===== src/design/acf_pkg.sv =====
// Package for the attitude filter core: state, phase and selector types,
// register indexes, fixed-point constants and small shared helpers.
// No dependencies.
package acf_pkg;

	// configuration register indexes
	localparam logic [7:0] REG_KP_GAIN   = 8'd0;
	localparam logic [7:0] REG_MAX_DT_US = 8'd1;
	localparam logic [7:0] REG_ACCEL_MIN = 8'd2;
	localparam logic [7:0] REG_ACCEL_MAX = 8'd3;

	// register reset values
	localparam logic [23:0] KP_GAIN_RST   = 24'd131072;
	localparam logic [19:0] MAX_DT_RST    = 20'd50000;
	localparam logic [19:0] ACCEL_MIN_RST = 20'd39322;
	localparam logic [19:0] ACCEL_MAX_RST = 20'd91750;

	// step sizes in microseconds
	localparam logic [19:0] DT_FIRST  = 20'd10000;
	localparam logic [31:0] DT_NONPOS = 32'd1000;

	// half-angle scaling: omega*dt*512/62500, rounded half away from zero
	localparam logic [31:0] HALF_DEN = 32'd62500;
	localparam logic [63:0] HALF_RND = 64'd31250;

	localparam logic signed [31:0] ONE_Q30 = 32'sh4000_0000;
	localparam logic signed [63:0] ONE_Q60 = 64'sh1000_0000_0000_0000;

	// product signs: gravity (w*y, x*z, w*x, y*z, x*x, y*y) and q*dq
	localparam logic [5:0]  GRAV_NEG = 6'b001110;
	localparam logic [15:0] QMUL_NEG = 16'h428E;

	// serial unit operand width and step counts
	localparam int unsigned MUL_W      = 34;
	localparam int unsigned MUL_STEPS  = 34;
	localparam int unsigned DIV_STEPS  = 64;
	localparam int unsigned SQRT_STEPS = 32;

	typedef enum logic [3:0] {
		ST_IDLE, ST_MGO, ST_MWAIT, ST_SGO, ST_SWAIT, ST_DGO, ST_DWAIT,
		ST_NABS, ST_NSHIFT, ST_NDONE, ST_OUT
	} state_t;

	typedef enum logic [2:0] {
		PH_ASQ, PH_GRAV, PH_ERR, PH_CORR, PH_HALF, PH_NSQ, PH_QMUL
	} phase_t;

	// which vector the normaliser is working on
	typedef enum logic [1:0] {NS_G, NS_A, NS_D, NS_Q} nsel_t;

	typedef struct packed {
		logic s_ready;
		logic mul_go;
		logic sqrt_go;
		logic div_go;
	} ctl_t;

	function automatic logic signed [MUL_W-1:0] sx32(input logic signed [31:0] v);
		sx32 = {{(MUL_W-32){v[31]}}, v};
	endfunction

	// round half up from Q.60 to Q.30
	function automatic logic signed [63:0] round30(input logic signed [63:0] v);
		logic signed [63:0] s;
		s = v + 64'sh2000_0000;
		round30 = s >>> 30;
	endfunction

endpackage


===== src/design/acf_sqrt.sv =====
// Digit-by-digit integer square root, two radicand bits per cycle.
// Depends on acf_pkg.
module acf_sqrt import acf_pkg::*; (
	input  logic        clk,
	input  logic        arst_n,
	input  logic        start,
	input  logic [63:0] rad,
	output logic        done,
	output logic [31:0] root
);

	logic        busy_q, done_q, ge;
	logic [5:0]  cnt_q;
	logic [63:0] v_q;
	logic [31:0] root_q;
	logic [33:0] rem_q;
	logic [35:0] r, trial;

	assign r     = {rem_q, v_q[63:62]};
	assign trial = {2'b00, root_q, 2'b01};
	assign ge    = r >= trial;

	always_ff @(posedge clk or negedge arst_n) begin
		if (!arst_n) begin
			busy_q <= 1'b0;
			done_q <= 1'b0;
			cnt_q  <= '0;
		end else begin
			done_q <= 1'b0;
			if (start) begin
				busy_q <= 1'b1;
				cnt_q  <= 6'(SQRT_STEPS);
			end else if (busy_q) begin
				cnt_q <= cnt_q - 6'd1;
				if (cnt_q == 6'd1) begin
					busy_q <= 1'b0;
					done_q <= 1'b1;
				end
			end
		end
	end

	// bring down two bits, try to subtract 4*root+1
	always_ff @(posedge clk) begin
		if (start) begin
			v_q    <= rad;
			root_q <= '0;
			rem_q  <= '0;
		end else if (busy_q) begin
			rem_q  <= ge ? 34'(r - trial) : r[33:0];
			root_q <= {root_q[30:0], ge};
			v_q    <= v_q << 2;
		end
	end

	assign done = done_q;
	assign root = root_q;

endmodule


===== config.mk =====
export PLATFORM = sky130hd
export DESIGN_NAME = acf_sqrt
export DESIGN_NICKNAME = d
export VERILOG_FILES = /design/src/design/acf_pkg.sv /design/src/design/acf_sqrt.sv
export SDC_FILE = /design/constraint.sdc
export NUM_CORES = 1
export LEC_CHECK = 0
export BUFFER_PORTS_ARGS = -buffer_cell sky130_fd_sc_hd__buf_2
export CAP_MARGIN = 10
export CORE_ASPECT_RATIO = 1.25
export CORE_MARGIN = 5
export CORE_UTILIZATION = 45
export CTS_CLUSTER_DIAMETER = 100
export DETAILED_ROUTE_END_ITERATION = 16
export GPL_TIMING_DRIVEN = 1
export PLACE_DENSITY = 0.66
export SLEW_MARGIN = 10
export SYNTH_ARGS = -nofsm -noshare
export SYNTH_HDL_FRONTEND = slang
export SYNTH_SLANG_ARGS = --single-unit

===== constraint.sdc =====
create_clock -name clk -period 3.44 [get_ports clk]
set_input_delay 0.688 -clock clk [delete_from_list [all_inputs] [get_ports clk]]
set_output_delay 0.688 -clock clk [all_outputs]
set_load 0.02 [all_outputs]

==> metrics.md <==
| Metric | Value |
|---|---|
| Commonest cells in the netlist | `nor2_1 (75), dfxtp_1 (66), edfxtp_1 (64)` |
| Endpoints failing hold | `0` |
| Clock buffers created by TritonCTS | `17` |
| Crit path max-delay cell type | `ha_1` |
| Status | `finished clean` |
| CTS Sinks | `138` |
| Largest stage delay on the critical path | `440 ps` |
| Final clock skew | `6.793 ps` |
| CP max FO | `23` |
| Share of layout cells above drive strength 1 | `27.44%` |
| Net switching share of the total power | `37.63%` |
| Cell row count | `54` |
| Biggest area contributors in the synthesized netlist | `edfxtp_1 (25%), dfxtp_1 (17%), mux2_2 (8.9%)` |
| Clock share of power | `24.4%` |
| Net count of the finished layout | `961` |
| Combinational group share of total power | `47.9%` |
| Peak VDD IR | `0.0003770 V` |
| Switching power total | `0.003074 W` |
| Number of different library cells in the post-synthesis netlist | `71` |
| Antenna diodes | `0` |
| Number of antenna violations at the first check in global routing | `2` |
| Initial core utilization | `45.30%` |
| Syn Area/Cell | `10.23 sq um` |
| R2r worst-path depth | `13` |
| Placement-stage cell area | `0.008541 sq mm` |
| GRT Util Overall | `17.59%` |
| Boundary Pins | `100` |
| Pre-CTS worst setup slack | `167.9 ps` |
| DRC Markers | `0` |
| Hold bufs inserted after CTS | `0` |
| Die outline width | `128.0 um` |
| Number of cells on the critical path | `13` |
| Tmin final | `3115 ps` |
| 1st-iter DRT viols | `225` |
| Least-Margin Pin Slew | `718.3 ps` |
| Clock root buffer | `clkbuf_16` |
| Die Y | `157.5 um` |
| Number of nets with antenna violations after routing | `0` |
| TritonCTS clock tree | `built` |
| Port-buffer cells | `99` |
| Floorplan Core Area | `0.01730 sq mm` |
| Deepest level of the CTS H-tree | `4` |
| Gp weighted congestion | `0.9112` |
| Final Max Tran Viols | `0` |
| Total placed cells including tap cells | `1059` |
| #FFs+latches synth | `138` |
| Total power density per cell area | `887.2 mW/mm^2` |
| Clock transition at the registers of the reported paths | `70 ps` |
| Average via count per standard cell | `5.380` |
| Total global routing overflow | `0` |
| Worst Setup End Kind | `flop` |
| Total die area | `0.02017 sq mm` |
| Initial DRT Pass Iterations | `4` |
| Worst path top cell family by delay | `simple AND/OR/NAND/NOR gates` |
| Cell with the most instances after synthesis | `nor2_1` |
| Crit path launch type | `flop` |
| Later-pin clock latency in the skew report | `420 ps` |
| Proportion of netlist area held by the largest area contributor | `24.53%` |
| Final Instance Area | `0.009209 sq mm` |
| Max-Cap Viols | `0` |
| Required arrival time at the worst endpoint | `3740 ps` |
| Setup tns final | `0 ps` |
| Data arrival at the endpoint of the critical path | `3410 ps` |
| Internal power summed over all cells | `0.005096 W` |
| Most used flip-flop cell after synthesis | `dfxtp_1` |
| Syn nets | `869` |
| Leakage component of the power | `4.025 nW` |
| Path category of the worst min-delay check | `in2async` |
| Part of the power in registers | `27.7%` |
| Non-filler instance count after layout | `1095` |
| Maximum buffer depth of the clock tree | `2` |
| Post-synthesis cell type with the largest combined area | `edfxtp_1` |
| Wire length per cell after detailed routing | `15.59 um` |
| Sequential-to-total area share from yosys stat | `43.95%` |
| Wire length of the first global-routing pass | `28680 um` |
| Worst path buffer plus inverter count | `4` |
| Reg2reg setup slack | `330 ps` |
| Number of flops mapped to enable cells by yosys | `64` |
| Netlist area before placement | `0.007835 sq mm` |
| Final WL | `17070 um` |
| Min setup slack post-route | `325.5 ps` |
| Post-route fraction of the period consumed by the critical path | `90.54%` |
| Largest net degree at the start of global routing | `65` |
| Ys async rst share | `5.797%` |
| Final-report setup violation count | `0` |
| Setup repair after global routing missed its margin | `no` |
| Area overhead of the layout relative to synthesis | `17.53%` |
| Count of mapped cells out of synthesis | `766` |
| Via count of the first global-routing pass | `5898` |
| Synth warnings | `0` |
| Estimated wirelength of the detail-placed design | `12190 um` |
| Headroom to the max-slew limit | `52.12%` |
| Achievable clock frequency | `0.3211 GHz` |
| Number of gates resized after cts | `0` |
| Total number of vias | `5891` |
| Class of the most critical setup path | `reg2reg` |
| Crit-path cells | `inv_1, ha_1, inv_1, nor3_4, o311ai_2, a21o_1, a21oi_4, nor3_4, buf_4, nor2_2, buf_4, nor3_1, or3_1` |
| Total power draw | `0.008170 W` |
==> per-layer routing <==
layer	global-route usage (%)	wire, um	up-vias
met3	5.906	1224	29
met5	0	25	-
met2	29.28	8275	139
met4	5.713	267	4
met1	21.51	7278	2757
li1	-	-	2962
==> power groups by stage <==
stage               Sequential (W)  Combinational, W  Clock [W]
finish                     0.00227           0.00391    0.00199
global route               0.00230           0.00433    0.00212
CTS                        0.00227           0.00387    0.00203
detailed placement         0.00229           0.00385          0
global placement           0.00230           0.00383          0
floorplan                  0.00222           0.00316          0
==> cells by family after synthesis <==
| family | after synthesis | share of synthesized area, % |
|---|---|---|
| AND/OR/NAND/NOR | 226 | 14.56 |
| AO/OA/AOI/OAI | 138 | 12.92 |
| flip-flops | 138 | 43.95 |
| multiplexers | 106 | 14.55 |
| buffers and inverters | 91 | 4.807 |
| adder cells (fa/ha/maj) | 36 | 5.749 |
| XOR/XNOR | 31 | 3.465 |
==> worst paths after layout <==
| check | startpoint | endpoint |
|---|---|---|
| max in group asynchronous | arst_n | busy_q |
| hold reg to reg | rem_q[0] | rem_q[0] |
| setup / recovery | root[8] | rem_q[29] |
| min in group clk | rem_q[0] | rem_q[0] |
| hold / removal | arst_n | cnt_q[0] |
| setup reg to reg | root[8] | rem_q[29] |
==> cell usage in the layout (no fill, tap or decap), types with 5 or more instances in the layout <==
| master | instances |
|---|---|
| nand4_1 | 9 |
| buf_2 | 98 |
| dfxtp_1 | 66 |
| clkbuf_16 | 17 |
| nor2_1 | 75 |
| xnor2_1 | 25 |
| o21a_1 | 7 |
| o211ai_1 | 5 |
| o21ai_0 | 20 |
| inv_1 | 46 |
| xor2_1 | 6 |
| nand3_1 | 18 |
| buf_4 | 18 |
| edfxtp_1 | 64 |
| a31oi_1 | 10 |
| mux2_2 | 62 |
| a311oi_1 | 6 |
| mux2i_1 | 43 |
| ha_1 | 36 |
| a21o_1 | 10 |
| nor3b_1 | 7 |
| a311oi_2 | 6 |
| dfrtp_1 | 7 |
| o21bai_1 | 7 |
| a21oi_1 | 29 |
| or3_1 | 8 |
| o21ai_1 | 10 |
| nor3_1 | 12 |
| nand2_1 | 51 |
| nor2b_1 | 7 |
| inv_6 | 6 |
==> registers in the layout, summed over array words and instances, names as in the netlist <==
name    flops
done        1
rem_q      34
root       32
busy_q      1
cnt_q       6
v_q        64
==> what timing repair did <==
action,in CTS,in global routing
setup buffers,0,4
hold endpoints to repair,0,0
endpoints found under the setup margin,0,12
==> per-stage QoR <==
step                utilization [%]  hold slack (ps)
floorplan                         -            392.4
global placement              49.38            467.0
detailed placement            49.38            469.2
CTS                           53.07            83.47
global route                  53.24            89.96
finish                        53.24            97.89
==> area by class of cell <==
cell class	instances	area, sq um
clock inverters	14	209.0
fillers	1620	8088
flip-flops and latches	138	3447
inverters	47	176.4
clock buffers	18	429.2
multi-input cells	537	4021
well taps	224	280.3
repair buffers	117	645.6
(Power assumes the default switching activity.)
