===== src/design/acf_pkg.sv =====
// Package for the attitude filter core: state, phase and selector types,
// register indexes, fixed-point constants and small shared helpers.
// No dependencies.
package acf_pkg;

	// configuration register indexes
	localparam logic [7:0] REG_KP_GAIN   = 8'd0;
	localparam logic [7:0] REG_MAX_DT_US = 8'd1;
	localparam logic [7:0] REG_ACCEL_MIN = 8'd2;
	localparam logic [7:0] REG_ACCEL_MAX = 8'd3;

	// register reset values
	localparam logic [23:0] KP_GAIN_RST   = 24'd131072;
	localparam logic [19:0] MAX_DT_RST    = 20'd50000;
	localparam logic [19:0] ACCEL_MIN_RST = 20'd39322;
	localparam logic [19:0] ACCEL_MAX_RST = 20'd91750;

	// step sizes in microseconds
	localparam logic [19:0] DT_FIRST  = 20'd10000;
	localparam logic [31:0] DT_NONPOS = 32'd1000;

	// half-angle scaling: omega*dt*512/62500, rounded half away from zero
	localparam logic [31:0] HALF_DEN = 32'd62500;
	localparam logic [63:0] HALF_RND = 64'd31250;

	localparam logic signed [31:0] ONE_Q30 = 32'sh4000_0000;
	localparam logic signed [63:0] ONE_Q60 = 64'sh1000_0000_0000_0000;

	// product signs: gravity (w*y, x*z, w*x, y*z, x*x, y*y) and q*dq
	localparam logic [5:0]  GRAV_NEG = 6'b001110;
	localparam logic [15:0] QMUL_NEG = 16'h428E;

	// serial unit operand width and step counts
	localparam int unsigned MUL_W      = 34;
	localparam int unsigned MUL_STEPS  = 34;
	localparam int unsigned DIV_STEPS  = 64;
	localparam int unsigned SQRT_STEPS = 32;

	typedef enum logic [3:0] {
		ST_IDLE, ST_MGO, ST_MWAIT, ST_SGO, ST_SWAIT, ST_DGO, ST_DWAIT,
		ST_NABS, ST_NSHIFT, ST_NDONE, ST_OUT
	} state_t;

	typedef enum logic [2:0] {
		PH_ASQ, PH_GRAV, PH_ERR, PH_CORR, PH_HALF, PH_NSQ, PH_QMUL
	} phase_t;

	// which vector the normaliser is working on
	typedef enum logic [1:0] {NS_G, NS_A, NS_D, NS_Q} nsel_t;

	typedef struct packed {
		logic s_ready;
		logic mul_go;
		logic sqrt_go;
		logic div_go;
	} ctl_t;

	function automatic logic signed [MUL_W-1:0] sx32(input logic signed [31:0] v);
		sx32 = {{(MUL_W-32){v[31]}}, v};
	endfunction

	// round half up from Q.60 to Q.30
	function automatic logic signed [63:0] round30(input logic signed [63:0] v);
		logic signed [63:0] s;
		s = v + 64'sh2000_0000;
		round30 = s >>> 30;
	endfunction

endpackage


===== src/design/acf_div.sv =====
// Restoring divider, one quotient bit per cycle, 64-bit dividend by 32-bit divisor.
// Depends on acf_pkg.
module acf_div import acf_pkg::*; (
	input  logic        clk,
	input  logic        arst_n,
	input  logic        start,
	input  logic [63:0] num,
	input  logic [31:0] den,
	output logic        done,
	output logic [63:0] quo
);

	logic        busy_q, done_q, ge;
	logic [6:0]  cnt_q;
	logic [63:0] n_q;
	logic [31:0] den_q, rem_q;
	logic [32:0] r;

	assign r  = {rem_q, n_q[63]};
	assign ge = r >= {1'b0, den_q};

	always_ff @(posedge clk or negedge arst_n) begin
		if (!arst_n) begin
			busy_q <= 1'b0;
			done_q <= 1'b0;
			cnt_q  <= '0;
		end else begin
			done_q <= 1'b0;
			if (start) begin
				busy_q <= 1'b1;
				cnt_q  <= 7'(DIV_STEPS);
			end else if (busy_q) begin
				cnt_q <= cnt_q - 7'd1;
				if (cnt_q == 7'd1) begin
					busy_q <= 1'b0;
					done_q <= 1'b1;
				end
			end
		end
	end

	// shift the dividend in, the quotient bits in behind it
	always_ff @(posedge clk) begin
		if (start) begin
			n_q   <= num;
			den_q <= den;
			rem_q <= '0;
		end else if (busy_q) begin
			rem_q <= ge ? 32'(r - {1'b0, den_q}) : r[31:0];
			n_q   <= {n_q[62:0], ge};
		end
	end

	assign done = done_q;
	assign quo  = n_q;

endmodule


===== config.mk =====
export PLATFORM = sky130hd
export DESIGN_NAME = acf_div
export DESIGN_NICKNAME = d
export VERILOG_FILES = /design/src/design/acf_pkg.sv /design/src/design/acf_div.sv
export SDC_FILE = /design/constraint.sdc
export NUM_CORES = 1
export LEC_CHECK = 0
export ABC_AREA = 1
export BUFFER_PORTS_ARGS = -buffer_cell sky130_fd_sc_hd__clkbuf_2
export CAP_MARGIN = 20
export CORE_ASPECT_RATIO = 0.8
export CORE_MARGIN = 10
export CORE_UTILIZATION = 55
export CTS_BUF_LIST = sky130_fd_sc_hd__clkbuf_16
export DETAILED_ROUTE_END_ITERATION = 8
export GPL_TIMING_DRIVEN = 0
export PLACE_DENSITY_LB_ADDON = 0.25
export RECOVER_POWER = 25
export SYNTH_ARGS = -nofsm -noshare
export SYNTH_HDL_FRONTEND = slang
export SYNTH_SLANG_ARGS = --single-unit
export TNS_END_PERCENT = 100

===== constraint.sdc =====
create_clock -name clk -period 7.3 [get_ports clk]
set_clock_uncertainty 0.15 [all_clocks]
set_input_delay 0.365 -clock clk [delete_from_list [all_inputs] [get_ports clk]]
set_output_delay 0.365 -clock clk [all_outputs]
set_load 0.005 [all_outputs]

==> results of run 1 <==
==> flip-flops by register name (all words and copies together) (netlist names) <==
register,cells
cnt_q,7
rem_q,32
done,1
busy_q,1
quo,64
den_q,32
==> layout by cell type (no fill, tap or decap), types with 4 or more instances in the layout <==
cell type,count
nand2_1,505
inv_1,183
clkbuf_2,157
edfxtp_1,96
nand3_1,79
nor2_1,46
ha_1,34
dlygate4sd3_1,33
dfxtp_1,32
a21oi_1,24
clkbuf_1,24
clkbuf_16,17
nand3b_1,16
xnor2_1,13
o21ai_0,10
nand4_1,9
dfrtp_1,9
o21ai_1,8
buf_2,6
nand3_2,5
nand2_2,5
buf_6,4
nor2_2,4
inv_6,4
clkinvlp_4,4
==> cells in the mapped netlist, types with 3 or more instances <==
master | count | share of area (%)
nor2_4 | 3 | 0.41
and2_1 | 3 | 0.23
nand3_1 | 79 | 4.8
xnor2_1 | 13 | 1.4
buf_6 | 4 | 0.54
nand3_2 | 5 | 0.60
nor2_1 | 46 | 2.1
nand3b_1 | 16 | 1.4
ha_1 | 34 | 5.1
dfxtp_1 | 32 | 7.7
buf_2 | 6 | 0.36
o21ai_0 | 10 | 0.60
nor2_2 | 4 | 0.30
dfrtp_1 | 9 | 2.7
clkinv_1 | 3 | 0.14
inv_1 | 183 | 8.3
nand4_1 | 9 | 0.68
clkbuf_1 | 19 | 0.86
o21bai_1 | 3 | 0.27
o21ai_1 | 8 | 0.48
nand2_1 | 505 | 23
a21oi_1 | 24 | 1.4
nand2_2 | 5 | 0.38
edfxtp_1 | 96 | 35
==> power by group through the flow <==
stage               sequential (mW)  clock [mW]  combinational [mW]
finish                         1.07       0.861                1.58
detailed placement             1.08           0                1.53
CTS                            1.07       0.866                1.56
floorplan                      1.07           0                1.13
global placement               1.08           0                1.51
global route                   1.09       0.900                1.78
==> worst max path at each step <==
stage / from / endpoint / slack, ns / cells past startpoint
6_report: start / quo[37] / 3.82 / 5
5_1_grt: start / quo[36] / 3.42 / 5
4_1_cts: den_q[30] / quo[0] / 4.78 / 11
3_5_place_dp: start / quo[37] / 4.33 / 5
3_3_place_gp: start / quo[30] / 2.15 / 4
2_1_floorplan: busy_q / quo[0] / 4.19 / 3
==> what timing repair did <==
item,4_1_cts,5_1_grt
hold buffers,33,0
setup buffers,0,0
endpoints found under the hold margin,41,0
==> layer usage <==
metal  GRT usage (%)  wire length, µm  vias up
met1            32.5            10900     3515
met5               0                0        -
met2            34.9            10500      299
met3            5.59             2080       28
li1                -                -     3966
met4            6.97              383        0
==> kinds of logic after synthesis <==
family          count (synthesis)  synth area share (%)
simple gates                  682                  34.4
buf+inv                       217                  10.3
flops                         137                  45.2
compound gates                 50                  3.24
fa+ha+maj                      35                  5.37
xor+xnor                       14                  1.48
==> per-stage QoR <==
stage | power, mW | setup slack, ns | util, % | hold slack, ns | cell area (µm²)
final | 3.52 | 3.82 | 69.0 | 0.0456 | 10300
after global routing | 3.77 | 3.42 | 69.0 | 0.0541 | 10300
after CTS | 3.49 | 4.78 | 69.0 | 0.0366 | 10300
after detailed placement | 2.61 | 4.33 | 62.9 | 0.0903 | 9380
after global placement | 2.58 | 2.15 | 62.7 | 0.0863 | 9340
after floorplan | 2.20 | 4.19 | - | -0.0806 | 8290
==> final cells by class <==
| cell class | count | area (µm²) |
|---|---|---|
| Sequential cell | 137 | 3750 |
| Multi-Input combinational cell | 781 | 3690 |
| Fill cell | 1268 | 4630 |
| Inverter | 188 | 706 |
| Buffer | 29 | 150 |
| Clock inverter | 15 | 160 |
| Timing Repair Buffer | 197 | 1170 |
| Tap cell | 189 | 236 |
| Clock buffer | 17 | 425 |
==> worst max-delay path, delay by kind of cell <==
family,cells,cell delay (ns)
simple gates,1,0.54
buf+inv,4,2.48
==> flow_summary.yaml, run 1 <==
outcome:
  status: "finished with violations"
  violations: "capacitance limit, slew limit"
detailed_routing:
  post-route-drc-count: 0
  ant_nets: 0
  initialDrtViolationCount: 814
  first_pass_iters: 5
  viasPerCell: 5.03
  wirelength_um: 23900
  wl_per_cell_um: 15.4
  num_vias: 7808
synthesis:
  syn_area_per_cell_um2: 7.31
  async_reset_ff_share_pct: 6.57
  yosysUniqueCellTypes: 35
  synth_ff_type: "edfxtp_1"
  ys_seq_area_share_pct: 45.2
  synth_cells: 1135
  synth_nets: 1269
  synth_seq_cells: 137
  synth_edf_count: 96
  syn-cell-area_um2: 8290
  ys_warn_count: 0
timing:
  worst_slew_pin_slew_ns: 2.12
  hold_viol: 0
  min_period_ns: 3.48
  final_max_slew_viol_count: 36
  slew_headroom_pct: -41.3
  clock.fmax_mhz: 287
  post-route-period-util_pct: 47.7
  tns_ns: 0
  rsz0062_at_grt: "no"
  setup_violations: 0
worst_hold_path:
  hold_path.class: "in2reg"
  whs_path_depth: 3
  min_to: "quo[1]"
  hold_start: "num[1]"
floorplan:
  start_util_pct: 55.6
  die_w_um: 157
  ios: 164
  core_um2: 14900
  die_y_um: 130
  placementRows: 40
  die-area_um2: 20400
critical_path:
  path_cells: "clkbuf_1 > nor2_1 > inv_1 > clkbuf_4 > buf_16"
  r2r_end: "rem_q[6]"
  worstPathArrival_ns: 3.45
  cpPeakStageDelay_ns: 1.49
  end_kind: "flip-flop"
  path_class: "in2reg"
  path_max_fanout: 48
  cp.required_ns: 7.26
  reg2reg_depth: 13
  r2r_setup_slack_ns: 4.74
  reg2reg_from: "den_q[30]"
  crit_slowest_cell: "clkbuf_1"
  cp-start-kind: "primary input"
placed_design:
  gp_congestion: 0.996
  io_buffers: 163
  dpl.hpwl_um: 17800
  place_inst: 1488
clock_network:
  clkTransAtPathRegs_ns: 0.06
  cts_max_level: 4
  cts.sinks: 137
  numCtsBuffers: 17
  cts-resized-gates: 0
  cts.root.buffer_cell: "clkbuf_16"
  clk_path_buf_depth: 2
  clock_latency_ns: 0.44
  cts_tree: "yes"
power_and_ir_drop:
  leakage_nw: 5.58
  internal_power_mw: 2.05
  power_frac_comb_pct: 45.1
  power.density_nw_per_um2: 342
  pwr-share-seq_pct: 30.5
  ir_drop_mv: 0.202
  p_sw_share_pct: 41.7
  power.share.clock_pct: 24.5
  p_switching_mw: 1.47
flow_run:
  drv_cap: 1
cells_and_area:
  stdcell_count: 1553
  nNetsFinal: 1485
  area_growth_syn_to_layout_pct: 24.0
  drive_above_1_share_pct: 16.4
  n_antenna_cell: 0
global_routing:
  grt_pass1_vias: 7267
  grt_pass1_wl_um: 37200
  overflow: 0
  grt_max_degree: 49
  grtUsageTotal_pct: 23.2
  antenna_found_initial: 0
(Power assumes the default switching activity.)
==> run 2: changes to the inputs <==
--- a/config.mk
+++ b/config.mk
@@ -10,7 +10,7 @@
 export CAP_MARGIN = 20
 export CORE_ASPECT_RATIO = 0.8
 export CORE_MARGIN = 10
-export CORE_UTILIZATION = 55
+export CORE_UTILIZATION = 51
 export CTS_BUF_LIST = sky130_fd_sc_hd__clkbuf_16
 export DETAILED_ROUTE_END_ITERATION = 8
 export GPL_TIMING_DRIVEN = 0
==> constraint.sdc (replaced) <==
create_clock -name clk -period 3 [get_ports clk]
set_clock_uncertainty 0.15 [all_clocks]
set_input_delay 0.15 -clock clk [delete_from_list [all_inputs] [get_ports clk]]
set_output_delay 0.15 -clock clk [all_outputs]
set_load 0.005 [all_outputs]
==> flow_summary.yaml, run 2 (synthesis results as in run 1) <==
outcome:
  status: "finished, final reports clean"
critical_path:
  reg2reg_from: "den_q[20]"
  cp_top_family: "simple AND/OR/NAND/NOR gates"
  cp-start-kind: "flip-flop"
  cp.required_ns: 3.17
  crit_slowest_cell: "ha_1"
  crit_top_cell: "nand2_1"
  worstPathArrival_ns: 2.78
  path_cells: "inv_1 > ha_1 > nand2_1 > nand2_1 > inv_1 > nand2_1 > nand2_1 > nand2_1 > nand2_1 > nand2_1 > nor2_4 > buf_2 > nand3b_1 > nand3_1 > nand2_1"
  path_buf_inv: 3
  cpPeakStageDelay_ns: 0.39
  path_max_fanout: 10
  path_class: "reg2reg"
  cp-startpoint: "den_q[20]"
  end_kind: "flip-flop"
detailed_routing:
  post-route-drc-count: 0
  num_vias: 8168
  initialDrtViolationCount: 673
  ant_nets: 0
  viasPerCell: 4.96
  wirelength_um: 26100
  wl_per_cell_um: 15.8
  first_pass_iters: 5
floorplan:
  die-area_um2: 21800
  die_w_um: 163
  ios: 164
  placementRows: 41
  die_y_um: 134
  core_um2: 15900
  start_util_pct: 52.3
global_routing:
  grt_max_degree: 56
  antenna_found_initial: 2
  grt_pass1_wl_um: 41600
  grt_pass1_vias: 7980
  overflow: 0
  grtUsageTotal_pct: 23.9
flow_run:
  drv_cap: 0
clock_network:
  cts_tree: "yes"
  clk_path_buf_depth: 2
  numCtsBuffers: 17
  clock_latency_ns: 0.44
  cts.sinks: 137
  cts.root.buffer_cell: "clkbuf_16"
  cts_max_level: 4
  cts_setup_buffers: 0
  clkTransAtPathRegs_ns: 0.06
worst_hold_path:
  hold_path.class: "in2reg"
  hold_start: "den[5]"
timing:
  clock.fmax_mhz: 382
  holdWs_ns: 0.272
  final_max_slew_viol_count: 0
  hold_viol: 0
  post-route-period-util_pct: 87.2
  rsz0062_at_grt: "no"
  slew_headroom_pct: 35.8
  setup_violations: 0
  min_period_ns: 2.62
  worst_slew_pin_slew_ns: 0.964
  tns_ns: 0
power_and_ir_drop:
  leakage_nw: 5.82
  power.density_nw_per_um2: 782
  ir_drop_mv: 0.503
  finalPower_mw: 8.56
placed_design:
  dpl.hpwl_um: 18400
  io_buffers: 163
  gp_congestion: 0.954
cells_and_area:
  nFillCells: 1307
  layout_common_cells: "nand2_1 (505), inv_1 (183), clkbuf_2 (152), dlygate4sd3_1 (98), edfxtp_1 (96)"
  largest_reg_flops: 64
  nNetsFinal: 1550
  drive_above_1_share_pct: 15.3
  area_growth_syn_to_layout_pct: 32.0
  final_common_cell: "nand2_1"
==> run 2: cell types whose count changed in the layout (fill, tap and decap cells not counted), sizes merged <==
cell	change
bufinv	-1
clkinv	+3
clkinvlp	-1
diode	+3
dlygate4sd3	+65
inv	-1
==> run 2: layer usage <==
layer | global-route usage, % | vias to the layer above | wire, µm
li1 | - | 4100 | -
met1 | 32.1 | 3738 | 11700
met2 | 36.7 | 285 | 11700
met3 | 6.21 | 45 | 2120
met4 | 8.25 | 0 | 612
met5 | 0 | - | 0
==> run 2: final cells by class <==
type                            count  area [µm²]  area share (%)
Multi-Input combinational cell    781        3690            33.7
Clock buffer                       17         425            3.89
Buffer                             29         150            1.37
Inverter                          188         706            6.45
Clock inverter                     15         138            1.26
Timing Repair Buffer              262        1810            16.5
Antenna cell                        3        7.51          0.0686
Sequential cell                   137        3750            34.2
Tap cell                          215         269            2.46
==> run 2: report_power, final <==
part / total [mW] / internal (mW) / leakage (nW) / switching, mW
clock network: 2.00 / 1.08 / 0.264 / 0.917
logic: 3.95 / 1.47 / 4.17 / 2.48
registers: 2.61 / 2.40 / 1.39 / 0.211
total: 8.56 / 4.95 / 5.82 / 3.61
==> run 2: final timing paths <==
kind | end | slack, ns | depth (start not counted)
worst max-delay path | rem_q[16] | 0.38 | 15
worst min-delay path | den_q[5] | 0.27 | 2
worst max register to register | rem_q[16] | 0.38 | 15
worst min register to register | rem_q[13] | 0.32 | 2
max in group asynchronous | cnt_q[0] | 1.81 | 3
min in group asynchronous | cnt_q[1] | 0.59 | 3
==> run 2: stage by stage <==
stage          cells  utilization, %  area [µm²]  worst slack (ns)
2_1_floorplan   1135               -        8290             0.910
3_3_place_gp    1513            59.2        9380            -0.434
3_5_place_dp    1514            59.3        9410             0.370
4_1_cts         1644            69.1       11000             0.409
5_1_grt         1646            69.0       10900             0.115
6_report        1647            69.1       10900             0.384
==> run 2: repair_timing <==
item                      in CTS  in global routing
gates resized for setup        0                  0
hold buffers                  98                  0
hold endpoints to repair     105                  0
==> run 3: changes to the inputs <==
--- a/config.mk
+++ b/config.mk
@@ -9,7 +9,7 @@
 export BUFFER_PORTS_ARGS = -buffer_cell sky130_fd_sc_hd__clkbuf_2
 export CAP_MARGIN = 20
 export CORE_ASPECT_RATIO = 0.8
-export CORE_MARGIN = 10
+export CORE_MARGIN = 2
 export CORE_UTILIZATION = 51
 export CTS_BUF_LIST = sky130_fd_sc_hd__clkbuf_16
 export DETAILED_ROUTE_END_ITERATION = 8
==> flow_summary.yaml, run 3 (synthesis results as in run 1) <==
outcome:
  status: "finished, final reports clean"
power_and_ir_drop:
  ir_drop_mv: 0.510
  finalPower_mw: 8.71
  power.density_nw_per_um2: 792
  leakage_nw: 5.87
clock_network:
  cts_setup_buffers: 0
  cts.root.buffer_cell: "clkbuf_16"
  clk_path_buf_depth: 2
  cts_tree: "yes"
  numCtsBuffers: 17
  cts.sinks: 137
  clkTransAtPathRegs_ns: 0.07
  cts_max_level: 4
  cts-resized-gates: 0
  clock_latency_ns: 0.43
timing:
  final_max_slew_viol_count: 0
  post-route-period-util_pct: 84.8
  clock.fmax_mhz: 393
  setup_violations: 0
  slew_headroom_pct: 34.7
  hold_viol: 0
  rsz0062_at_grt: "no"
  worst_slew_pin_slew_ns: 0.980
  fin_ws_ns: 0.457
  min_period_ns: 2.54
detailed_routing:
  num_vias: 8142
  viasPerCell: 4.95
  post-route-drc-count: 0
  wirelength_um: 24500
  first_pass_iters: 5
  wl_per_cell_um: 14.9
  ant_nets: 0
  initialDrtViolationCount: 655
critical_path:
  crit_slowest_cell: "ha_1"
  path_cells: "inv_1 > ha_1 > nand2_1 > inv_1 > nand2_1 > inv_1 > a21oi_1 > nand2_1 > nor2_4 > buf_2 > nand3_1 > nand3_1 > o21ai_1"
  cp-start-kind: "flip-flop"
  path_buf_inv: 4
  path_class: "reg2reg"
  cpPeakStageDelay_ns: 0.38
  cp.required_ns: 3.16
  end_kind: "flip-flop"
  worstPathArrival_ns: 2.70
  path_max_fanout: 10
  cp_top_family: "simple AND/OR/NAND/NOR gates"
floorplan:
  die_y_um: 118
  die_w_um: 147
  placementRows: 41
  start_util_pct: 52.3
  core_um2: 15900
  die-area_um2: 17300
  ios: 164
flow_run:
  drv_cap: 0
global_routing:
  grt_use_met1_pct: 40.8
  grt_pass1_wl_um: 39000
  grt_pass1_vias: 7751
  grt_busiest_layer: "met2"
  antenna_found_initial: 0
  grtUsageMet3_pct: 6.20
  grtUsageTotal_pct: 28.7
  use_met2_pct: 44.9
  overflow: 0
  grt_max_degree: 54
cells_and_area:
  n_antenna_cell: 0
  layout_common_cells: "nand2_1 (505), inv_1 (183), clkbuf_2 (155), dlygate4sd3_1 (98), edfxtp_1 (96)"
  ff_latch_area_um2: 3750
  multi_input_area_um2: 3690
  largest_reg_flops: 64
  final_common_cell: "nand2_1"
  final_util_pct: 69.3
  area_growth_syn_to_layout_pct: 32.5
  drive_above_1_share_pct: 15.5
  stdcell_count: 1644
  nFillCells: 1290
  nNetsFinal: 1550
placed_design:
  io_buffers: 163
  gp_congestion: 0.979
  place_inst: 1514
  pre_cts_ws_ns: 0.308
  dpl.hpwl_um: 17000
worst_hold_path:
  hold_path.class: "in2reg"
[run 3: cell types whose count changed in the layout (fill, tap and decap cells not counted), moves of 2 or more]
cell,change
inv_8,+4
clkbuf_1,-3
clkbuf_2,+3
clkinvlp_4,-3
diode_2,-3
inv_6,-3
bufinv_16,+2
[run 3: area by class of cell]
cell class / instances / area share, %
Clock buffer: 17 / 3.87
Multi-Input combinational cell: 781 / 33.6
Buffer: 29 / 1.37
Clock inverter: 15 / 1.70
Tap cell: 215 / 2.45
Inverter: 188 / 6.42
Timing Repair Buffer: 262 / 16.5
Sequential cell: 137 / 34.1
[run 3: final timing paths]
kind / startpoint / slack (ns) / cells past startpoint / to
max: den_q[30] / 0.46 / 13 / rem_q[12]
min: den[5] / 0.28 / 2 / den_q[5]
max reg2reg: den_q[30] / 0.46 / 13 / rem_q[12]
min reg2reg: rem_q[20] / 0.32 / 2 / rem_q[20]
max in group asynchronous: arst_n / 1.80 / 3 / cnt_q[1]
min in group asynchronous: arst_n / 0.60 / 3 / cnt_q[2]
[run 3: metal layers]
metal | share of wire (%) | wire, µm | vias to the layer above
met5 | 0 | 0 | -
met4 | 1.8 | 444 | 0
met3 | 7.5 | 1840 | 37
met2 | 45 | 10900 | 289
met1 | 46 | 11200 | 3732
li1 | - | - | 4084
[run 3: repair_timing]
action	4_1_cts	5_1_grt
setup endpoints to repair	0	0
hold buffers	98	0
hold endpoints to repair	105	0
[run 3: per-stage QoR]
stage	area (µm²)	TNS [ns]	hold slack, ns
after global routing	11000	0	0.272
after CTS	11000	0	0.270
after global placement	9380	-28.51	-0.131
after floorplan	8290	0	-0.296
final	11000	0	0.282
after detailed placement	9410	0	-0.128
[run 3: report_power, final]
group | total, mW | switching [mW] | leakage (nW) | internal (mW)
Sequential | 2.61 | 0.211 | 1.39 | 2.40
Combinational | 3.91 | 2.44 | 4.18 | 1.47
Clock | 2.18 | 0.923 | 0.300 | 1.26
Total | 8.71 | 3.58 | 5.87 | 5.13
