File: src/design/acf_pkg.sv
// Package for the attitude filter core: state, phase and selector types,
// register indexes, fixed-point constants and small shared helpers.
// No dependencies.
package acf_pkg;

	// configuration register indexes
	localparam logic [7:0] REG_KP_GAIN   = 8'd0;
	localparam logic [7:0] REG_MAX_DT_US = 8'd1;
	localparam logic [7:0] REG_ACCEL_MIN = 8'd2;
	localparam logic [7:0] REG_ACCEL_MAX = 8'd3;

	// register reset values
	localparam logic [23:0] KP_GAIN_RST   = 24'd131072;
	localparam logic [19:0] MAX_DT_RST    = 20'd50000;
	localparam logic [19:0] ACCEL_MIN_RST = 20'd39322;
	localparam logic [19:0] ACCEL_MAX_RST = 20'd91750;

	// step sizes in microseconds
	localparam logic [19:0] DT_FIRST  = 20'd10000;
	localparam logic [31:0] DT_NONPOS = 32'd1000;

	// half-angle scaling: omega*dt*512/62500, rounded half away from zero
	localparam logic [31:0] HALF_DEN = 32'd62500;
	localparam logic [63:0] HALF_RND = 64'd31250;

	localparam logic signed [31:0] ONE_Q30 = 32'sh4000_0000;
	localparam logic signed [63:0] ONE_Q60 = 64'sh1000_0000_0000_0000;

	// product signs: gravity (w*y, x*z, w*x, y*z, x*x, y*y) and q*dq
	localparam logic [5:0]  GRAV_NEG = 6'b001110;
	localparam logic [15:0] QMUL_NEG = 16'h428E;

	// serial unit operand width and step counts
	localparam int unsigned MUL_W      = 34;
	localparam int unsigned MUL_STEPS  = 34;
	localparam int unsigned DIV_STEPS  = 64;
	localparam int unsigned SQRT_STEPS = 32;

	typedef enum logic [3:0] {
		ST_IDLE, ST_MGO, ST_MWAIT, ST_SGO, ST_SWAIT, ST_DGO, ST_DWAIT,
		ST_NABS, ST_NSHIFT, ST_NDONE, ST_OUT
	} state_t;

	typedef enum logic [2:0] {
		PH_ASQ, PH_GRAV, PH_ERR, PH_CORR, PH_HALF, PH_NSQ, PH_QMUL
	} phase_t;

	// which vector the normaliser is working on
	typedef enum logic [1:0] {NS_G, NS_A, NS_D, NS_Q} nsel_t;

	typedef struct packed {
		logic s_ready;
		logic mul_go;
		logic sqrt_go;
		logic div_go;
	} ctl_t;

	function automatic logic signed [MUL_W-1:0] sx32(input logic signed [31:0] v);
		sx32 = {{(MUL_W-32){v[31]}}, v};
	endfunction

	// round half up from Q.60 to Q.30
	function automatic logic signed [63:0] round30(input logic signed [63:0] v);
		logic signed [63:0] s;
		s = v + 64'sh2000_0000;
		round30 = s >>> 30;
	endfunction

endpackage

File: src/design/acf_mul.sv
// Shift-and-add multiplier, one multiplier bit per cycle, sign-magnitude.
// Depends on acf_pkg.
module acf_mul import acf_pkg::*; (
	input  logic                    clk,
	input  logic                    arst_n,
	input  logic                    start,
	input  logic signed [MUL_W-1:0] a,
	input  logic signed [MUL_W-1:0] b,
	output logic                    done,
	output logic signed [63:0]      prod
);

	logic             busy_q, done_q, neg_q;
	logic [5:0]       cnt_q;
	logic [63:0]      a_q, p_q;
	logic [MUL_W-1:0] b_q, amag, bmag;

	assign amag = a[MUL_W-1] ? MUL_W'(-a) : MUL_W'(a);
	assign bmag = b[MUL_W-1] ? MUL_W'(-b) : MUL_W'(b);

	// count steps and flag the last one
	always_ff @(posedge clk or negedge arst_n) begin
		if (!arst_n) begin
			busy_q <= 1'b0;
			done_q <= 1'b0;
			cnt_q  <= '0;
		end else begin
			done_q <= 1'b0;
			if (start) begin
				busy_q <= 1'b1;
				cnt_q  <= 6'(MUL_STEPS);
			end else if (busy_q) begin
				cnt_q <= cnt_q - 6'd1;
				if (cnt_q == 6'd1) begin
					busy_q <= 1'b0;
					done_q <= 1'b1;
				end
			end
		end
	end

	// add the shifted multiplicand for each set multiplier bit
	always_ff @(posedge clk) begin
		if (start) begin
			a_q   <= 64'(amag);
			b_q   <= bmag;
			p_q   <= '0;
			neg_q <= a[MUL_W-1] ^ b[MUL_W-1];
		end else if (busy_q) begin
			if (b_q[0]) p_q <= p_q + a_q;
			a_q <= a_q << 1;
			b_q <= b_q >> 1;
		end
	end

	assign done = done_q;
	assign prod = neg_q ? -$signed(p_q) : $signed(p_q);

endmodule

File: config.mk
export PLATFORM = sky130hd
export DESIGN_NAME = acf_mul
export DESIGN_NICKNAME = d
export VERILOG_FILES = /design/src/design/acf_pkg.sv /design/src/design/acf_mul.sv
export SDC_FILE = /design/constraint.sdc
export NUM_CORES = 1
export LEC_CHECK = 0
export ABC_CLOCK_PERIOD_IN_PS = 4100
export BUFFER_PORTS_ARGS = -buffer_cell sky130_fd_sc_hd__buf_2
export CAP_MARGIN = 20
export CORE_MARGIN = 2
export CORE_UTILIZATION = 60
export DETAILED_ROUTE_END_ITERATION = 7
export GPL_TIMING_DRIVEN = 0
export PLACE_DENSITY = 0.88
export SLEW_MARGIN = 20
export SYNTH_ARGS = -nofsm -noshare
export SYNTH_HDL_FRONTEND = slang
export SYNTH_SLANG_ARGS = --single-unit
File: constraint.sdc
create_clock -name clk -period 4.1 [get_ports clk]
set_input_delay 0 -clock clk [delete_from_list [all_inputs] [get_ports clk]]
set_output_delay 0 -clock clk [all_outputs]
set_load 0.03 [all_outputs]
==> results of run 1 <==
-- worst max-delay path, cell delays in order, from the launching register on --
cell and delay [ns]:
dfxtp_1 0.38, or4_4 0.52, nor4_4 0.23, or3b_4 0.45, nor2_4 0.15, nand4_1 0.15, or4_4 0.46, or4_4 0.46
or4_4 0.55, o41ai_4 0.42, xnor2_1 0.22, buf_4 0.21
-- layer usage --
layer  vias up  wire length, um  part of all wire (%)  track usage (%)
li1       6003                -                     -                -
met3       187             3695                   9.4            5.933
met2       800            18100                    46            56.45
met5         -                0                     0                0
met1      6022            15500                    39            44.91
met4         0             2211                   5.6            15.95
-- timing repair --
item | in CTS | in global routing
hold buffers | 41 | 0
resized for setup | 36 | 16
endpoints found under the hold margin | 49 | 0
endpoints found under the setup margin | 15 | 22
buffers inserted | 10 | 4
pin swaps | 5 | 4
-- kinds of logic after synthesis --
family / after synthesis / synth area share, %
AND/OR/NAND/NOR: 519 / 19.54
AO/OA/AOI/OAI: 450 / 22.04
flip-flops: 171 / 32.97
buffers and inverters: 112 / 3.376
adder cells (fa/ha/maj): 69 / 6.911
XOR/XNOR: 179 / 12.44
multiplexers: 34 / 2.721
-- final timing paths --
check                                       end  cells past startpoint
setup reg to reg           p_q[61]$_SDFFE_PP0P_                     11
setup / recovery                       prod[61]                     11
max in group asynchronous  cnt_q[0]$_DFFE_PN0P_                      3
hold / removal                 b_q[2]$_DFFE_PP_                      3
min in group asynchronous        done$_DFF_PN0_                      3
hold reg to reg            p_q[47]$_SDFFE_PP0P_                      2
-- power groups by stage --
stage | sequential (uW) | combinational, uW | clock [uW]
after floorplan | 2270 | 2690 | 0
after global placement | 2370 | 3480 | 0
after detailed placement | 2380 | 3550 | 0
after CTS | 2340 | 3700 | 1600
after global routing | 2380 | 4130 | 1670
final | 2360 | 3830 | 1600
-- cells in the mapped netlist (all sizes together) (9+ instances only) --
master  count  share of area, %
a21o       34               2.0
a21oi     193               7.7
a31oi       9              0.45
and3       11              0.55
buf        12              0.40
clkbuf     72               2.1
dfxtp      94                15
edfxtp     69                16
ha         68               6.8
inv        27              0.80
mux2i      32               2.5
nand2     181               5.4
nand3      34               1.4
nand4      26               1.3
nor2      144               4.3
nor2b       9              0.45
nor3       23              0.91
nor4       11              0.67
o21a        9              0.54
o21ai      79               3.1
o21bai     18               1.1
o31ai      40               2.4
o41ai      21               1.5
or2         9              0.45
or3        19              0.95
or4        24               1.5
xnor2      96               6.7
xor2       83               5.8
-- final cells by class --
class | count | area [sq um] | area share [%]
multi-input combinational | 1251 | 8192 | 54.80
inverter | 28 | 107.6 | 0.7198
clock inverter | 15 | 151.4 | 1.013
buffer | 82 | 311.5 | 2.084
tap | 275 | 344.1 | 2.302
timing repair buffer | 191 | 1256 | 8.403
sequential | 171 | 4161 | 27.84
clock buffer | 17 | 425.4 | 2.846
-- metrics by stage --
step	setup slack (ns)	hold slack (ns)	cell area (sq um)	cells	power [uW]
2_1_floorplan	0.3579	-0.2956	12600	1534	4956
5_1_grt	-0.5801	0.01672	14950	2030	8183
3_3_place_gp	-0.1955	-0.1517	13620	1944	5847
4_1_cts	-0.3928	0.0006044	14860	2028	7636
6_report	-0.5632	-0.004735	14950	2030	7792
3_5_place_dp	-0.1980	-0.1487	13650	1945	5924
-- state kept, by name (all words and copies together) (netlist names) --
register	cells
p_q	64
cnt_q	6
a_q	64
done	1
busy_q	1
neg_q	1
b_q	34
==> reports/metrics.cfg, run 1 <==
[outcome]
outcome=complete, but fails checks
violations=negative hold slack, negative setup slack

[layout]
antenna_cells=0
final_common_cell=a21oi_1
post-route-util_pct=71.79
nFillCells=1561
nNetsFinal=1882
final_cell_mix=193 x a21oi_1, 181 x nand2_1, 143 x nor2_1, 123 x buf_2, 94 x xnor2_1
drive_gt1_share_pct=13.22
area_delta_synth_final_pct=18.64

[global_route]
grt_overflow=0
grt_pass1_vias=12170
grt_max_degree=63
antenna_found_initial=0
grt_pass1_wl_um=61290
grt_use_total_pct=34.58

[drt]
drtPass1Iterations=8
viasPerCell=6.410
drc=0
wirelength_um=39500
wire_per_inst_um=19.46
drtAntennaViolNets=0
drt_first_iter_violations=1586
vias=13010

[sta]
tns_ns=-2.486
max_freq_mhz=214.4
final-hold-violation-count=2
skew_ns=0.01272
tightest_slew_ns=0.9475
final-setup-viol-count=12
maxSlewHeadroom_pct=36.83
period_needed_ns=4.663
setup_ws_ns=-0.5632
slew_viol_final=0
rsz0062_at_grt=true
period_share_pct=113.7
hold_slack_ns=-0.004735

[power]
powerDensity_nw_per_um2=521.2
p_comb_share_pct=49.2
sw_frac_of_total_pct=45.52
intPower_uw=4245
seq_power_share_pct=30.3
clkPwrFrac_pct=20.6
switching_power_uw=3547
ir_drop_mv=0.3638
p_leak_uw=0.006258

[setup_path]
crit_start=p_q[8]$_SDFFE_PP0P_
r2r_slack_ns=0.15
end_kind=output port
r2r_start=a_q[16]$_DFFE_PP_
worstSetupPathType=flip-flop to output port
path_max_fanout=5
cp-start-kind=flip-flop
worstPathArrival_ns=4.66
cp_data_required_time_ns=4.10

[logic_synthesis]
ys_seq_area_share_pct=32.97
ys_async_sr_fraction_pct=4.678
ys.flop_type=dfxtp_1
synth_area_sq_um=12600
syn_nets=1674
ys_ff_latch=171
syn_inst=1534
yosysWarningCount=0
avgSynthCellArea_sq_um=8.214
synth_cell_types=70
synth_edf_count=69

[place]
placement.io_buffers=135
place_congestion=0.9691
dp_hpwl_um=27860

[cts]
numCtsBuffers=17
htreeDepth=4
cts_tree=yes
cts.sinks=171
root_buffer=clkbuf_16
clockBufferDepth=2
path_clk_slew_ns=0.07
insertion_delay_ns=0.44

[hold_path]
hp-start=b[2]
worst_hold_path_type=primary input to flip-flop

[floorplan]
die_w_um=148.9
die_area_sq_um=22180
io_pins=136
core_sq_um=20820
fp.dieH_um=148.9
start_util_pct=60.52
core.rowCount=53

[run]
maxCapViolations=0

(Power assumes the default switching activity.)
==> run 2, diff against run 1 <==
Settings changed: CORE_MARGIN 2 to 3.
==> reports/metrics.cfg, run 2 (synthesis results as in run 1) <==
[outcome]
outcome=complete, but fails checks  ; unchanged
violations=negative setup slack  ; was negative hold slack, negative setup slack

[layout]
nNetsFinal=1882  ; unchanged
nFillCells=1521  ; was 1,561
multi_input_area_sq_um=8189  ; was 8192 sq um
reg_top3=a_q x64, p_q x64, b_q x34  ; unchanged
fin_area_sq_um=15010  ; was 14,950 sq um
final_common_cell=a21oi_1  ; unchanged
antenna_cells=0  ; unchanged
post-route-util_pct=73.49  ; was 71.79%
area_delta_synth_final_pct=19.15  ; was 18.64%
final_cell_mix=193 x a21oi_1, 181 x nand2_1, 143 x nor2_1, 122 x buf_2  ; was 193 x a21oi_1, 181 x nand2_1, 143 x nor2_1, 123 x buf_2, 94 x xnor2_1
seqCellArea_sq_um=4159  ; was 4161 sq um
drive_gt1_share_pct=13.22  ; unchanged

[drt]
drc=0  ; unchanged
wire_per_inst_um=19.73  ; was 19.46 um
wirelength_um=39950  ; was 39,500 um
drtPass1Iterations=8  ; unchanged
drtAntennaViolNets=0  ; unchanged
drt_first_iter_violations=1354  ; was 1,586
viasPerCell=6.371  ; was 6.410
vias=12900  ; was 13.01k

[setup_path]
cpPeakStageDelay_ns=0.56  ; was 0.55 ns
worstSetupPathType=flip-flop to output port  ; unchanged
crit_top_cell=or4_4  ; unchanged
worstPathArrival_ns=4.48  ; was 4.66 ns
r2r_slack_ns=0.10  ; was 0.15 ns
cp_data_required_time_ns=4.10  ; about the same
cp-start-kind=flip-flop  ; unchanged
slowest_stage=or4_4  ; unchanged
end_kind=output port  ; unchanged
cp_top_family=simple AND/OR/NAND/NOR gates  ; unchanged
crit_buf_inv=1  ; unchanged
path_cells=or4_4, nor4_4, or3b_4, nor2_4, nand4_1, or4_4, or4_4, or4_4, o41ai_4, xnor2_2, buf_6  ; was or4_4, nor4_4, or3b_4, nor2_4, nand4_1, or4_4, or4_4, or4_4, o41ai_4, xnor2_1, buf_4
path_max_fanout=3  ; was 5

[power]
intPower_uw=4400  ; was 4245 uW
p_comb_share_pct=47.8  ; was 49.2%
clkPwrFrac_pct=22.3  ; was 20.6%
sw_frac_of_total_pct=44.34  ; was 45.52%
p_leak_uw=0.006298  ; was 0.006258 uW
powerDensity_nw_per_um2=526.5  ; was 521.2 nW/um^2
seq_power_share_pct=29.8  ; was 30.3%
ir_drop_mv=0.3981  ; was 0.3638 mV
switching_power_uw=3505  ; was 3547 uW

[floorplan]
die_area_sq_um=22780  ; was 22,180 sq um
io_pins=136  ; unchanged
core_sq_um=20430  ; was 20,820 sq um
start_util_pct=61.68  ; was 60.52%
core.rowCount=52  ; was 53
die_w_um=150.9  ; was 148.9 um
fp.dieH_um=150.9  ; was 148.9 um

[place]
dp_hpwl_um=28600  ; was 27,860 um
place_area_sq_um=13640  ; was 13,650 sq um
placement.io_buffers=135  ; unchanged
place_congestion=0.9848  ; was 0.9691

[sta]
final-hold-violation-count=0  ; was 2
period_needed_ns=4.478  ; was 4.663 ns
final-setup-viol-count=12  ; unchanged
period_share_pct=109.2  ; was 113.7%
slew_viol_final=0  ; unchanged
skew_ns=0.008715  ; was 0.01272 ns
rsz0062_at_grt=true  ; unchanged
max_freq_mhz=223.3  ; was 214.4 MHz
maxSlewHeadroom_pct=28.35  ; was 36.83%
tns_ns=-2.168  ; was -2.486 ns
tightest_slew_ns=1.075  ; was 0.9475 ns
setup_ws_ns=-0.3778  ; was -0.5632 ns

[cts]
root_buffer=clkbuf_16  ; unchanged
clockBufferDepth=2  ; unchanged
cts.sinks=171  ; unchanged
numCtsBuffers=17  ; unchanged
cts_tree=yes  ; unchanged
htreeDepth=4  ; unchanged
insertion_delay_ns=0.44  ; about the same
path_clk_slew_ns=0.07  ; about the same

[global_route]
grt_overflow=0  ; unchanged
grt_pass1_vias=12140  ; was 12.17k
use_met3_pct=5.476  ; was 5.933%
grt_max_degree=63  ; unchanged
top_usage_layer=met2  ; unchanged
gr-usage-met2_pct=56.35  ; was 56.45%
grt_use_total_pct=34.15  ; was 34.58%
grt_use_met1_pct=44.54  ; was 44.91%
antenna_found_initial=0  ; unchanged
grt_pass1_wl_um=61760  ; was 61,290 um

[run]
maxCapViolations=0  ; unchanged

[hold_path]
worst_hold_path_type=primary input to flip-flop  ; unchanged

[run 2: cell types whose count changed in the layout (fill, tap and decap cells not counted), moves of 2 or more]
cell | before | now
buf_4 | 25 | 19
inv_8 | 5 | 3
xnor2_1 | 94 | 92
buf_6 | 2 | 4
bufinv_16 | 0 | 3
xnor2_2 | 2 | 4
dlygate4sd3_1 | 41 | 43
[run 2: cell type report]
type / count / share of cell area, %
plain buffers: 83 / 2.100
clock buffers: 17 / 2.833
repair buffers: 190 / 8.500
clock inverters: 15 / 1.358
well taps: 270 / 2.250
inverters: 28 / 0.7167
multi-input cells: 1251 / 54.54
flip-flops and latches: 171 / 27.70
[run 2: final timing paths]
kind                                      start  depth (start not counted)              endpoint
setup / recovery            p_q[6]$_SDFFE_PP0P_                         11              prod[61]
hold / removal                            b[28]                          3     b_q[28]$_DFFE_PP_
setup reg to reg           a_q[0]$_SDFFCE_PN0P_                         12  p_q[60]$_SDFFE_PP0P_
hold reg to reg             p_q[9]$_SDFFE_PP0P_                          2   p_q[9]$_SDFFE_PP0P_
max in group asynchronous                arst_n                          3  cnt_q[0]$_DFFE_PN0P_
min in group asynchronous                arst_n                          3  cnt_q[2]$_DFFE_PN0P_
[run 2: tightest hold or removal path: stages]
cell and delay [ns]:
buf_2 0.12, xor2_1 0.07, a21oi_1 0.13
[run 2: repair_timing]
action	in CTS	in global routing
hold endpoints to repair	51	0
buffers inserted	9	2
hold buffers	43	0
pin swaps	4	5
resized for setup	38	16
endpoints found under the setup margin	15	22
[run 2: per-layer routing]
metal | vias up | wire length [um]
li1 | 6000 | -
met1 | 6045 | 16290
met2 | 715 | 18520
met3 | 142 | 3533
met4 | 0 | 1604
met5 | - | 0
[run 2: per-stage QoR]
stage          setup slack (ns)  std cells  total power [uW]  hold WS, ns
6_report                -0.3778       2025              7906     0.004364
3_5_place_dp            -0.2111       1940              5924      -0.1498
5_1_grt                 -0.4331       2025              8296      0.01247
4_1_cts                 -0.4425       2024              7773    0.0003488
3_3_place_gp            -0.1820       1939              5855      -0.1525
2_1_floorplan            0.3579       1534              4956      -0.2956
[run 2: power groups by stage]
stage | logic (uW) | clock network [uW] | registers, uW
final | 3780 | 1760 | 2360
after global routing | 4090 | 1820 | 2380
after CTS | 3680 | 1750 | 2340
after detailed placement | 3550 | 0 | 2370
after global placement | 3500 | 0 | 2360
after floorplan | 2690 | 0 | 2270
==> run 3, diff against run 2 <==
Settings changed: CORE_UTILIZATION 60 to 50, PLACE_DENSITY 0.88 to 0.77, SETUP_SLACK_MARGIN set to 0.3.
==> reports/metrics.cfg, run 3 (synthesis results as in run 1) <==
[hold_path]
worst_hold_path_type=primary input to flip-flop  ; unchanged

[sta]
max_freq_mhz=222.6  ; was 223.3 MHz
maxSlewHeadroom_pct=20.86  ; was 28.35%
slew_viol_final=0  ; unchanged
final-hold-violation-count=3  ; was 0
rsz0062_at_grt=true  ; unchanged
period_share_pct=109.6  ; was 109.2%
tightest_slew_ns=1.187  ; was 1.075 ns
hold_slack_ns=-0.006800  ; was 0.004364 ns
period_needed_ns=4.492  ; was 4.478 ns
skew_ns=0.01738  ; was 0.008715 ns
setup_ws_ns=-0.3923  ; was -0.3778 ns
final-setup-viol-count=6  ; was 12

[cts]
root_buffer=clkbuf_16  ; unchanged
insertion_delay_ns=0.45  ; was 0.44 ns
clockBufferDepth=2  ; unchanged
numCtsBuffers=17  ; unchanged
cts_tree=yes  ; unchanged
cts.sinks=171  ; unchanged
htreeDepth=4  ; unchanged
path_clk_slew_ns=0.09  ; was 0.07 ns

[outcome]
outcome=complete, but fails checks  ; unchanged
violations=negative hold slack, negative setup slack  ; was negative setup slack

[layout]
final_common_cell=a21oi_1  ; unchanged
area_delta_synth_final_pct=21.15  ; was 19.15%
post-route-util_pct=62.22  ; was 73.49%
nNetsFinal=1893  ; was 1,882
reg_top3=a_q x64, p_q x64, b_q x34  ; unchanged
antenna_cells=0  ; unchanged
drive_gt1_share_pct=13.93  ; was 13.22%
nFillCells=2119  ; was 1,521
final_cell_mix=192 x a21oi_1, 180 x nand2_1, 143 x nor2_1, 118 x buf_2, 93 x xnor2_1  ; was 193 x a21oi_1, 181 x nand2_1, 143 x nor2_1, 122 x buf_2

[global_route]
grt_pass1_vias=12000  ; was 12.14k
grt_overflow=0  ; unchanged
antenna_found_initial=0  ; unchanged
grt_pass1_wl_um=61620  ; was 61,760 um
grt_use_total_pct=28.36  ; was 34.15%
grt_max_degree=63  ; unchanged

[place]
dp_hpwl_um=28310  ; was 28,600 um
place_congestion=0.9592  ; was 0.9848
placement.io_buffers=135  ; unchanged
post-place-ws_ns=-0.1818  ; was -0.2111 ns

[drt]
wirelength_um=38940  ; was 39,950 um
drtAntennaViolNets=0  ; unchanged
viasPerCell=6.058  ; was 6.371
drtPass1Iterations=5  ; was 8
vias=12660  ; was 12.90k
drt_first_iter_violations=1154  ; was 1,354
wire_per_inst_um=18.63  ; was 19.73 um
drc=0  ; unchanged

[setup_path]
worstPathArrival_ns=4.49  ; was 4.48 ns
end_kind=output port  ; unchanged
worstSetupPathType=flip-flop to output port  ; unchanged
cp-start-kind=flip-flop  ; unchanged
cp_data_required_time_ns=4.10  ; about the same
path_max_fanout=5  ; was 3

[power]
ir_drop_mv=0.3122  ; was 0.3981 mV
p_leak_uw=0.006356  ; was 0.006298 uW
powerDensity_nw_per_um2=516.3  ; was 526.5 nW/um^2

[run]
maxCapViolations=0  ; unchanged

[floorplan]
die_area_sq_um=27140  ; was 22,780 sq um
io_pins=136  ; unchanged
core.rowCount=57  ; was 52
fp.dieH_um=164.8  ; was 150.9 um
die_w_um=164.8  ; was 150.9 um
start_util_pct=51.36  ; was 61.68%
core_sq_um=24530  ; was 20,430 sq um

## run 3: power by group
group	leakage (uW)	internal (uW)	switching [uW]
sequential	0.00157	2030	329
clock	0.000292	831	845
combinational	0.00450	1420	2430
total	0.00636	4280	3600
## run 3: stage by stage
stage / area (sq um) / setup TNS [ns] / power (uW) / instances
CTS: 15160 / -2.832 / 7736 / 2088
global route: 15270 / -3.065 / 8301 / 2090
floorplan: 12600 / 0 / 4956 / 1534
finish: 15270 / -1.848 / 7882 / 2090
detailed placement: 13710 / -0.3709 / 5939 / 1994
global placement: 13680 / -0.3090 / 5890 / 1993
## run 3: final timing paths
| check | startpoint | to | slack, ns | depth (start not counted) |
|---|---|---|---|---|
| max | p_q[6]$_SDFFE_PP0P_ | prod[61] | -0.39 | 12 |
| min | b[13] | b_q[13]$_DFFE_PP_ | -0.007 | 3 |
| max reg2reg | a_q[0]$_SDFFCE_PN0P_ | p_q[60]$_SDFFE_PP0P_ | 0.46 | 12 |
| min reg2reg | p_q[8]$_SDFFE_PP0P_ | p_q[8]$_SDFFE_PP0P_ | 0.51 | 2 |
| max in group asynchronous | arst_n | busy_q$_DFF_PN0_ | 3.31 | 3 |
| min in group asynchronous | arst_n | cnt_q[3]$_DFFE_PN0P_ | 0.52 | 3 |
## run 3: layout make-up
class / count / area (sq um) / share of cell area, %
clock inverter: 15 / 175.2 / 1.147
inverter: 28 / 107.6 / 0.7049
multi-input combinational: 1251 / 8289 / 54.30
clock buffer: 17 / 425.4 / 2.787
sequential: 171 / 4163 / 27.27
buffer: 84 / 330.3 / 2.164
timing repair buffer: 200 / 1370 / 8.975
tap: 324 / 405.4 / 2.656
## run 3: what timing repair did
item	CTS	global route
pin swaps	10	8
hold buffers	50	0
setup buffers	12	2
hold endpoints to repair	58	0
setup endpoints to repair	22	31
resized for setup	57	26
## run 3: critical path, stage by stage (launching register included)
cell and delay [ns]:
dfxtp_4 0.35, or4_4 0.55, nor4_4 0.21, or3b_4 0.45, nor2_4 0.15, nand4_1 0.16
or4_4 0.47, or4_4 0.42, buf_6 0.13, or4_4 0.51, o41ai_4 0.29, xnor2_2 0.18
buf_6 0.16
## run 3: per-layer routing
layer / vias to the layer above / GRT usage, % / wire length, um
li1: 6023 / - / -
met1: 6013 / 38.54 / 17130
met2: 518 / 45.68 / 17830
met3: 107 / 3.988 / 2537
met4: 0 / 11.21 / 1440
met5: - / 0 / 0
